--- src/hdl/cdn_pkg.sv ---
`default_nettype none
// ----------------------------------------------------------------------------
// cdn_pkg
// Constants and month tables for the calendar date to day number pipeline.
// ----------------------------------------------------------------------------
package cdn_pkg;

	localparam int YearW   = 19;
	localparam int MonthW  = 4;
	localparam int DayW    = 5;
	localparam int DaysW   = 27;
	localparam int WdayW   = 3;
	localparam int MonthsW = 22;

	// Largest year that is accepted as valid.
	localparam logic [YearW-1:0] YearLimit = 19'd292451;

	// Last Julian date is 1752-09-02, first Gregorian date is 1752-09-14.
	localparam logic [YearW-1:0]  SwitchYear     = 19'd1752;
	localparam logic [MonthW-1:0] SwitchMonth    = 4'd9;
	localparam logic [DayW-1:0]   LastJulianDay  = 5'd2;
	localparam logic [DayW-1:0]   FirstGregDay   = 5'd14;

	// From 1800-03-01 on the century correction includes the current century.
	localparam logic [YearW-1:0]  CenturyYear    = 19'd1800;
	localparam logic [MonthW-1:0] CenturyMonth   = 4'd3;

	localparam logic [MonthW-1:0] MonthFeb       = 4'd2;
	localparam logic [MonthW-1:0] MonthMar       = 4'd3;
	localparam logic [MonthW-1:0] MonthDec       = 4'd12;
	localparam logic [DayW-1:0]   FebLeapDays    = 5'd29;

	localparam logic [8:0] DaysPerYear = 9'd365;

	// Reciprocals for division by a constant: q = (x * Recip) >> Shift.
	localparam int             Div100Shift = 26;
	localparam logic [19:0]    Div100Recip = 20'd671089;
	localparam int             Div7Shift   = 30;
	localparam logic [27:0]    Div7Recip   = 28'd153391690;

	// Length of a month outside a leap February; zero for codes that are no month.
	function automatic logic [DayW-1:0] month_length(input logic [MonthW-1:0] mo);
		logic [DayW-1:0] len;
		case (mo)
			4'd1:    len = 5'd31;
			4'd2:    len = 5'd28;
			4'd3:    len = 5'd31;
			4'd4:    len = 5'd30;
			4'd5:    len = 5'd31;
			4'd6:    len = 5'd30;
			4'd7:    len = 5'd31;
			4'd8:    len = 5'd31;
			4'd9:    len = 5'd30;
			4'd10:   len = 5'd31;
			4'd11:   len = 5'd30;
			4'd12:   len = 5'd31;
			default: len = 5'd0;
		endcase
		return len;
	endfunction

	// Days in the months before the given one, February taken as 28 days.
	function automatic logic [8:0] days_before_month(input logic [MonthW-1:0] mo);
		logic [8:0] cum;
		case (mo)
			4'd1:    cum = 9'd0;
			4'd2:    cum = 9'd31;
			4'd3:    cum = 9'd59;
			4'd4:    cum = 9'd90;
			4'd5:    cum = 9'd120;
			4'd6:    cum = 9'd151;
			4'd7:    cum = 9'd181;
			4'd8:    cum = 9'd212;
			4'd9:    cum = 9'd243;
			4'd10:   cum = 9'd273;
			4'd11:   cum = 9'd304;
			4'd12:   cum = 9'd334;
			default: cum = 9'd0;
		endcase
		return cum;
	endfunction

endpackage
`default_nettype wire

--- src/hdl/calendar_date_to_day_number_top.sv ---
`default_nettype none
// ----------------------------------------------------------------------------
// calendar_date_to_day_number_top
// Converts a BC/AD date into a validity flag, a day count, a weekday and a
// month count, using Julian rules up to 1752-09-02 and Gregorian rules after.
// ----------------------------------------------------------------------------
// The block is a five-stage pipeline that takes one date in every cycle while
// req_ready is high; a date passes through the five stage registers (date
// decode with a divide by 100, leap and validity check, day and month sums,
// divide by 7, weekday) in that order. A stall on the result side holds
// every full stage and lets bubbles close up, so req_ready drops only when
// all five stages hold an item. Invalid dates give zero in every count field.
// ----------------------------------------------------------------------------
module calendar_date_to_day_number_top
	import cdn_pkg::*;
(
	input  wire logic                 clk,
	input  wire logic                 arst_n,
	input  wire logic                 req_valid,
	output logic                      req_ready,
	input  wire logic                 is_bc,
	input  wire logic [YearW-1:0]     year_number,
	input  wire logic [MonthW-1:0]    month_number,
	input  wire logic [DayW-1:0]      day_of_month,
	output logic                      res_valid,
	input  wire logic                 res_ready,
	output logic                      date_valid,
	output logic [DaysW-1:0]          elapsed_days,
	output logic [WdayW-1:0]          weekday,
	output logic [MonthsW-1:0]        elapsed_months
);

	// Handshake and stage valid bits.
	logic v_s1, v_s2, v_s3, v_s4, v_s5;
	logic rdy1, rdy2, rdy3, rdy4, rdy5;

	assign rdy5      = !v_s5 || res_ready;
	assign rdy4      = !v_s4 || rdy5;
	assign rdy3      = !v_s3 || rdy4;
	assign rdy2      = !v_s2 || rdy3;
	assign rdy1      = !v_s1 || rdy2;
	assign req_ready = rdy1;
	assign res_valid = v_s5;

	always_ff @(posedge clk or negedge arst_n) begin
		if (!arst_n) begin
			v_s1 <= 1'b0;
			v_s2 <= 1'b0;
			v_s3 <= 1'b0;
			v_s4 <= 1'b0;
			v_s5 <= 1'b0;
		end else begin
			if (rdy1) v_s1 <= req_valid;
			if (rdy2) v_s2 <= v_s1;
			if (rdy3) v_s3 <= v_s2;
			if (rdy4) v_s4 <= v_s3;
			if (rdy5) v_s5 <= v_s4;
		end
	end

	// ------------------------------------------------------------------
	// Stage 1: range checks, switch-date compares, year / 100.
	// ------------------------------------------------------------------
	logic [38:0]       prod100;
	logic              after_low, before_high, ge_century, basic_ok;

	assign prod100 = 39'(year_number) * 39'(Div100Recip);

	always_comb begin
		after_low = (year_number > SwitchYear) ||
			((year_number == SwitchYear) && ((month_number > SwitchMonth) ||
			((month_number == SwitchMonth) && (day_of_month > LastJulianDay))));
		before_high = (year_number < SwitchYear) ||
			((year_number == SwitchYear) && ((month_number < SwitchMonth) ||
			((month_number == SwitchMonth) && (day_of_month < FirstGregDay))));
		ge_century = (year_number > CenturyYear) ||
			((year_number == CenturyYear) && (month_number >= CenturyMonth));
		basic_ok = (month_number != '0) && (month_number <= MonthDec) &&
			(year_number != '0) && (year_number <= YearLimit) &&
			(day_of_month != '0) && !(!is_bc && after_low && before_high);
	end

	logic                 bc_s1, after_s1, ge_cent_s1, ok_s1;
	logic [YearW-1:0]     y_s1;
	logic [MonthW-1:0]    mo_s1;
	logic [DayW-1:0]      d_s1;
	logic [12:0]          q100_s1;
	logic [DayW-1:0]      mlen_s1;
	logic [8:0]           cum_s1;

	always_ff @(posedge clk) begin
		if (rdy1) begin
			bc_s1      <= is_bc;
			y_s1       <= year_number;
			mo_s1      <= month_number;
			d_s1       <= day_of_month;
			after_s1   <= after_low;
			ge_cent_s1 <= ge_century;
			ok_s1      <= basic_ok;
			q100_s1    <= prod100[Div100Shift +: 13];
			mlen_s1    <= month_length(month_number);
			cum_s1     <= days_before_month(month_number);
		end
	end

	// ------------------------------------------------------------------
	// Stage 2: leap rule, validity, year term and the partial day sum.
	// ------------------------------------------------------------------
	logic [YearW-1:0] r100, ym1;
	logic [1:0]       y4;
	logic             cent_year, quad_cent, early, leap, valid2, kterm, cond1;
	logic [9:0]       doy, doy_dir;
	logic [19:0]      yp2;
	logic [17:0]      leapcnt;
	logic             leap_extra;
	logic [14:0]      sub_c, corr;
	logic [27:0]      yr365;
	logic [19:0]      part;

	always_comb begin
		r100      = y_s1 - YearW'(q100_s1) * 19'd100;
		cent_year = (r100 == '0);
		quad_cent = cent_year && (q100_s1[1:0] == 2'd0);
		ym1       = y_s1 - 19'd1;
		early     = (mo_s1 < MonthMar);

		// For BC years the Julian leap year is the one after a multiple of four.
		y4 = bc_s1 ? ym1[1:0] : y_s1[1:0];
		if (!after_s1 || bc_s1) begin
			leap = (y4 == 2'd0);
		end else begin
			leap = (y_s1[1:0] == 2'd0) && (!cent_year || quad_cent);
		end

		if (mo_s1 == MonthFeb) begin
			valid2 = ok_s1 && (d_s1 <= FebLeapDays) && (leap || (d_s1 < FebLeapDays));
		end else begin
			valid2 = ok_s1 && (d_s1 <= mlen_s1);
		end

		doy     = 10'(cum_s1) + 10'(d_s1) - 10'd1;
		doy_dir = bc_s1 ? (10'(DaysPerYear) - doy) : doy;
		yr365   = 28'(ym1) * 28'(DaysPerYear);

		yp2 = {1'b0, y_s1} + 20'd2;
		if (bc_s1) begin
			leapcnt    = yp2[19:2];
			leap_extra = early && (y_s1[1:0] == 2'd1);
		end else begin
			leapcnt    = {1'b0, ym1[18:2]};
			leap_extra = !early && (y_s1[1:0] == 2'd0);
		end

		// Gregorian correction after the switch: ten-plus-one lost days, the
		// centuries skipped so far, and the four-century years put back.
		cond1 = early && cent_year;
		kterm = !(quad_cent && early);
		if (cond1) begin
			sub_c = 15'(q100_s1) - 15'd18;
		end else if (ge_cent_s1) begin
			sub_c = 15'(q100_s1) - 15'd17;
		end else begin
			sub_c = '0;
		end
		if (!bc_s1 && after_s1) begin
			corr = 15'(q100_s1[12:2]) + 15'(kterm) - 15'd16 - sub_c;
		end else begin
			corr = '0;
		end

		part = 20'(doy_dir) + 20'(leapcnt) + 20'(leap_extra) + {{5{corr[14]}}, corr};
	end

	logic              bc_s2, valid_s2;
	logic [YearW-1:0]  ym1_s2;
	logic [MonthW-1:0] mo_s2;
	logic [27:0]       yr365_s2;
	logic [19:0]       part_s2;

	always_ff @(posedge clk) begin
		if (rdy2) begin
			bc_s2    <= bc_s1;
			valid_s2 <= valid2;
			ym1_s2   <= ym1;
			mo_s2    <= mo_s1;
			yr365_s2 <= yr365;
			part_s2  <= part;
		end
	end

	// ------------------------------------------------------------------
	// Stage 3: day count and month count, cleared for invalid dates.
	// ------------------------------------------------------------------
	logic [DaysW-1:0]   days3;
	logic [MonthsW-1:0] months3;
	logic [MonthW-1:0]  mpos;

	always_comb begin
		days3   = yr365_s2[DaysW-1:0] + {{(DaysW-20){part_s2[19]}}, part_s2};
		mpos    = bc_s2 ? (MonthDec + 4'd1 - mo_s2) : (mo_s2 - 4'd1);
		months3 = MonthsW'({ym1_s2, 3'b000}) + MonthsW'({ym1_s2, 2'b00}) + MonthsW'(mpos);
	end

	logic               bc_s3, valid_s3;
	logic [DaysW-1:0]   days_s3;
	logic [MonthsW-1:0] months_s3;

	always_ff @(posedge clk) begin
		if (rdy3) begin
			bc_s3     <= bc_s2;
			valid_s3  <= valid_s2;
			days_s3   <= valid_s2 ? days3 : '0;
			months_s3 <= valid_s2 ? months3 : '0;
		end
	end

	// ------------------------------------------------------------------
	// Stage 4: day count / 7.
	// ------------------------------------------------------------------
	logic [54:0] prod7;

	assign prod7 = 55'(days_s3) * 55'(Div7Recip);

	logic               bc_s4, valid_s4;
	logic [DaysW-1:0]   days_s4;
	logic [MonthsW-1:0] months_s4;
	logic [24:0]        q7_s4;

	always_ff @(posedge clk) begin
		if (rdy4) begin
			bc_s4     <= bc_s3;
			valid_s4  <= valid_s3;
			days_s4   <= days_s3;
			months_s4 <= months_s3;
			q7_s4     <= prod7[Div7Shift +: 25];
		end
	end

	// ------------------------------------------------------------------
	// Stage 5: weekday, which runs backward for BC dates.
	// ------------------------------------------------------------------
	logic [WdayW-1:0] r7, wd;

	always_comb begin
		r7 = WdayW'(days_s4 - DaysW'(q7_s4) * DaysW'(7));
		if (bc_s4 && (r7 != '0)) begin
			wd = 3'd7 - r7;
		end else begin
			wd = r7;
		end
	end

	logic               valid_s5;
	logic [DaysW-1:0]   days_s5;
	logic [WdayW-1:0]   wd_s5;
	logic [MonthsW-1:0] months_s5;

	always_ff @(posedge clk) begin
		if (rdy5) begin
			valid_s5  <= valid_s4;
			days_s5   <= days_s4;
			wd_s5     <= wd;
			months_s5 <= months_s4;
		end
	end

	assign date_valid     = valid_s5;
	assign elapsed_days   = days_s5;
	assign weekday        = wd_s5;
	assign elapsed_months = months_s5;

endmodule
`default_nettype wire
--- config.mk ---
export PLATFORM = sky130hd
export DESIGN_NAME = calendar_date_to_day_number_top
export DESIGN_NICKNAME = d
export VERILOG_FILES = /design/src/hdl/cdn_pkg.sv /design/src/hdl/calendar_date_to_day_number_top.sv
export SDC_FILE = /design/constraint.sdc
export NUM_CORES = 2
export LEC_CHECK = 0
export BUFFER_PORTS_ARGS = -buffer_cell sky130_fd_sc_hd__buf_2
export CAP_MARGIN = 40
export CORE_UTILIZATION = 51
export DETAILED_ROUTE_END_ITERATION = 10
export PLACE_DENSITY = 0.67
export REMOVE_ABC_BUFFERS = 1
export SLEW_MARGIN = 25
export SYNTH_ARGS = -nofsm -noshare
export SYNTH_HDL_FRONTEND = slang
export SYNTH_SLANG_ARGS = --single-unit
--- constraint.sdc ---
create_clock -name clk -period 10.9 [get_ports clk]
set_clock_uncertainty 0.15 [all_clocks]
set_input_delay 2.725 -clock clk [delete_from_list [all_inputs] [get_ports clk]]
set_output_delay 2.725 -clock clk [all_outputs]
set_load 0.1 [all_outputs]
==> out/metrics.yaml <==
outcome: "completed"
dp_hpwl_um: 62670
fp-row-count: 92
final_cell_count_no_fill: 4048
critical_path_required_ns: 11.04
die_area_um2: 65500
rsz0062_at_grt: "false"
timing.hold.worst.class: "reg -> reg"
tritoncts: "built"
max_clock_freq_ghz: 0.1002
root_buffer_selected_by_cts: "sky130_fd_sc_hd__clkbuf_16"
cp_max_fo: 8
detail-route-antenna-nets: 0
synth.top_cell.area_share: 0.2603
fraction_of_final_layout_cells_with_drive_strength_greater_than_1: 0.06371
coreArea_um2: 63430
route.layer.met1.wl_um: 32320
netlist_area_um2: 32880
slew_at_the_pin_with_the_worst_max_slew_slack_ns: 0.7992
detailroute.wirelength.met2_um: 36890
timing.final.crit_period_ns: 9.978
slew_violations: 0
totalWireLength_um: 74500
synth.yosys.seq_area_share: 0.2641
cp-start-kind: "flop"
globalRouteTotalUtil: 0.2344
die_width_um: 255.9
post-route-period-util: 0.9154
insertion_delay_ns: 0.54
cts_hold_repair.buffers: 0
ctsHtreeMaxLevel: 2
slew-limit-headroom: 0.4672
cp_slowest_stage_delay_ns: 0.54
post_drt_via_cell_ratio: 5.440
synthDistinctLibCells: 95
timing.setup.tns_ns: 0
crit_top_cell: "sky130_fd_sc_hd__ha_1"
r2r_slack_ns: 0.92
end_kind: "flop"
port-buffer-count: 87
detailroute.wirelength.met3_um: 2921
grt_first_pass_wirelength_um: 121600
place.detailed.instances: 3982
synthToLayoutAreaGrowth_pct: 7.972
io_pins: 88
grt_antenna_before_repair: 1
setup-violations-final: 0
cts_num_sinks: 290
routed_wire_length_per_instance_um: 18.40
ffs_latches_synth: 290
start_util: 0.5184
synth.top_cells.by_area: "sky130_fd_sc_hd__edfxtp_1, sky130_fd_sc_hd__ha_1, sky130_fd_sc_hd__fa_1"
critPathArrivalTime_ns: 10.12
cts-root-to-sink-buffers: 3
drt_first_iter_violations: 1160
global_route.overflow_total: 0
max-cap-violations: 0
dr.pass1.iters: 5
design.final.nets: 4166
timing_hold_violations_final: 0
critical-path-slowest-cell: "sky130_fd_sc_hd__edfxtp_1"
synth_edf_count: 285
netlist_instances: 3063
first_global_vias: 23350
setup_cp_type: "reg -> reg"
netlist.top_cell.by_area: "sky130_fd_sc_hd__edfxtp_1"
remaining_design_rule_violation_count: 0
clk_pin_slew_ns: 0.06
detailroute.via_count: 22020
hold_slack_ns: 0.2666
syn-mean-instance-area_um2: 10.74
total_number_of_yosys_warnings: 0
ys_async_sr_fraction: 0.01724
maxUsedRoutingLayer: "met5"
die-height_um: 255.9
cts_made_buffers: 34
gp_routability_congestion: 0.9373
grt_max_degree: 60
commonest_register_cell_after_synthesis: "sky130_fd_sc_hd__edfxtp_1"
n_antenna_cell: 0
## worst max-delay path: cells and delay by family, from the launching register on
family | cells | cell delay (ns)
buffers and inverters | 2 | 0.20
adders and majority gates | 9 | 3.26
DFF | 1 | 0.54
xor gates and xnor gates | 4 | 0.83
and+or+nand+nor | 10 | 1.45
AOI/OAI and AO/OA | 15 | 3.31
## registers in the layout (all words and copies together) (netlist names), 3 cells and up
name and count:
months_s3 22, weekday 3, cum_s1 9, elapsed_days 27, q7_s4 3, months_s4 22
elapsed_months 22, mlen_s1 3, mo_s2 4, d_s1 5, ym1_s2 19, yr365_s2 25
mo_s1 4, y_s1 19, q100_s1 13, part_s2 20, days_s4 27, days_s3 27
## routing by layer
layer,global-route usage,vias up
li1,-,10600
met1,0.3017,10850
met2,0.4099,450
met3,0.02902,127
met4,0.07352,2
met5,0,-
## final timing paths
kind                            cells after the start                   from                         end
min in group asynchronous                           1                 arst_n       res_valid$_DFFE_PN0P_
worst max-delay path                               40   q100_s1[3]$_DFFE_PP_       part_s2[18]$_DFFE_PP_
worst min register to register                      0  days_s4[21]$_DFFE_PP_  elapsed_days[21]$_DFFE_PP_
max in group asynchronous                           1                 arst_n            v_s1$_DFFE_PN0P_
worst max register to register                     40   q100_s1[3]$_DFFE_PP_       part_s2[18]$_DFFE_PP_
worst min-delay path                                0  days_s4[21]$_DFFE_PP_  elapsed_days[21]$_DFFE_PP_
## cells in the final DEF, fill, tap and decap left out, types with 35 or more instances in the layout
master,count
sky130_fd_sc_hd__fa_1,325
sky130_fd_sc_hd__o21ai_0,82
sky130_fd_sc_hd__edfxtp_1,285
sky130_fd_sc_hd__buf_2,87
sky130_fd_sc_hd__ha_1,629
sky130_fd_sc_hd__xor2_1,61
sky130_fd_sc_hd__clkbuf_16,35
sky130_fd_sc_hd__inv_1,611
sky130_fd_sc_hd__nand2_1,111
sky130_fd_sc_hd__nor3_1,60
sky130_fd_sc_hd__nor2_1,143
sky130_fd_sc_hd__a21oi_1,118
sky130_fd_sc_hd__xnor2_1,130
sky130_fd_sc_hd__nand3_1,60
## repair_timing
item	4_1_cts	5_1_grt
setup buffers	0	7
resized for setup	0	9
endpoints found under the setup margin	0	9
## kinds of logic after synthesis
family | after synthesis | share of synthesized area
XOR/XNOR | 192 | 0.05160
multiplexers | 19 | 0.007077
adder cells (fa/ha/maj) | 954 | 0.4372
flip-flops | 290 | 0.2641
AND/OR/NAND/NOR | 569 | 0.08649
buffers and inverters | 640 | 0.07309
AO/OA/AOI/OAI | 399 | 0.08048
## cell type report
class	count	area (µm²)
multi-input cells	2133	21830
repair buffers	106	590.6
clock inverters	18	135.1
well taps	846	1059
fillers	5402	27920
inverters	614	2305
clock buffers	41	898.4
flip-flops and latches	290	8683
## cell usage after synthesis, drive strengths merged (20+ instances only)
cell / number
nand2b: 26
or3: 24
xor2: 61
edfxtp: 285
nor3: 62
xnor2: 130
o21a: 20
nand2: 113
nor2b: 27
a21oi: 120
inv: 613
fa: 325
nand3: 62
ha: 629
a21o: 29
nand4: 31
clkbuf: 21
nor2: 144
o21ai: 84
and3: 20
## metrics by stage
stage               setup WS, ns  utilization  cell area, µm²
floorplan                  1.166            -           32780
global placement          0.6050       0.5419           34370
detailed placement        0.3724       0.5422           34390
CTS                       0.3641       0.5585           35420
global route             0.05065       0.5598           35500
finish                    0.9221       0.5598           35500
Power is left out: the tool's default activity adds up to more than one toggle a clock period on the data nets, which glitch-free logic cannot reach.
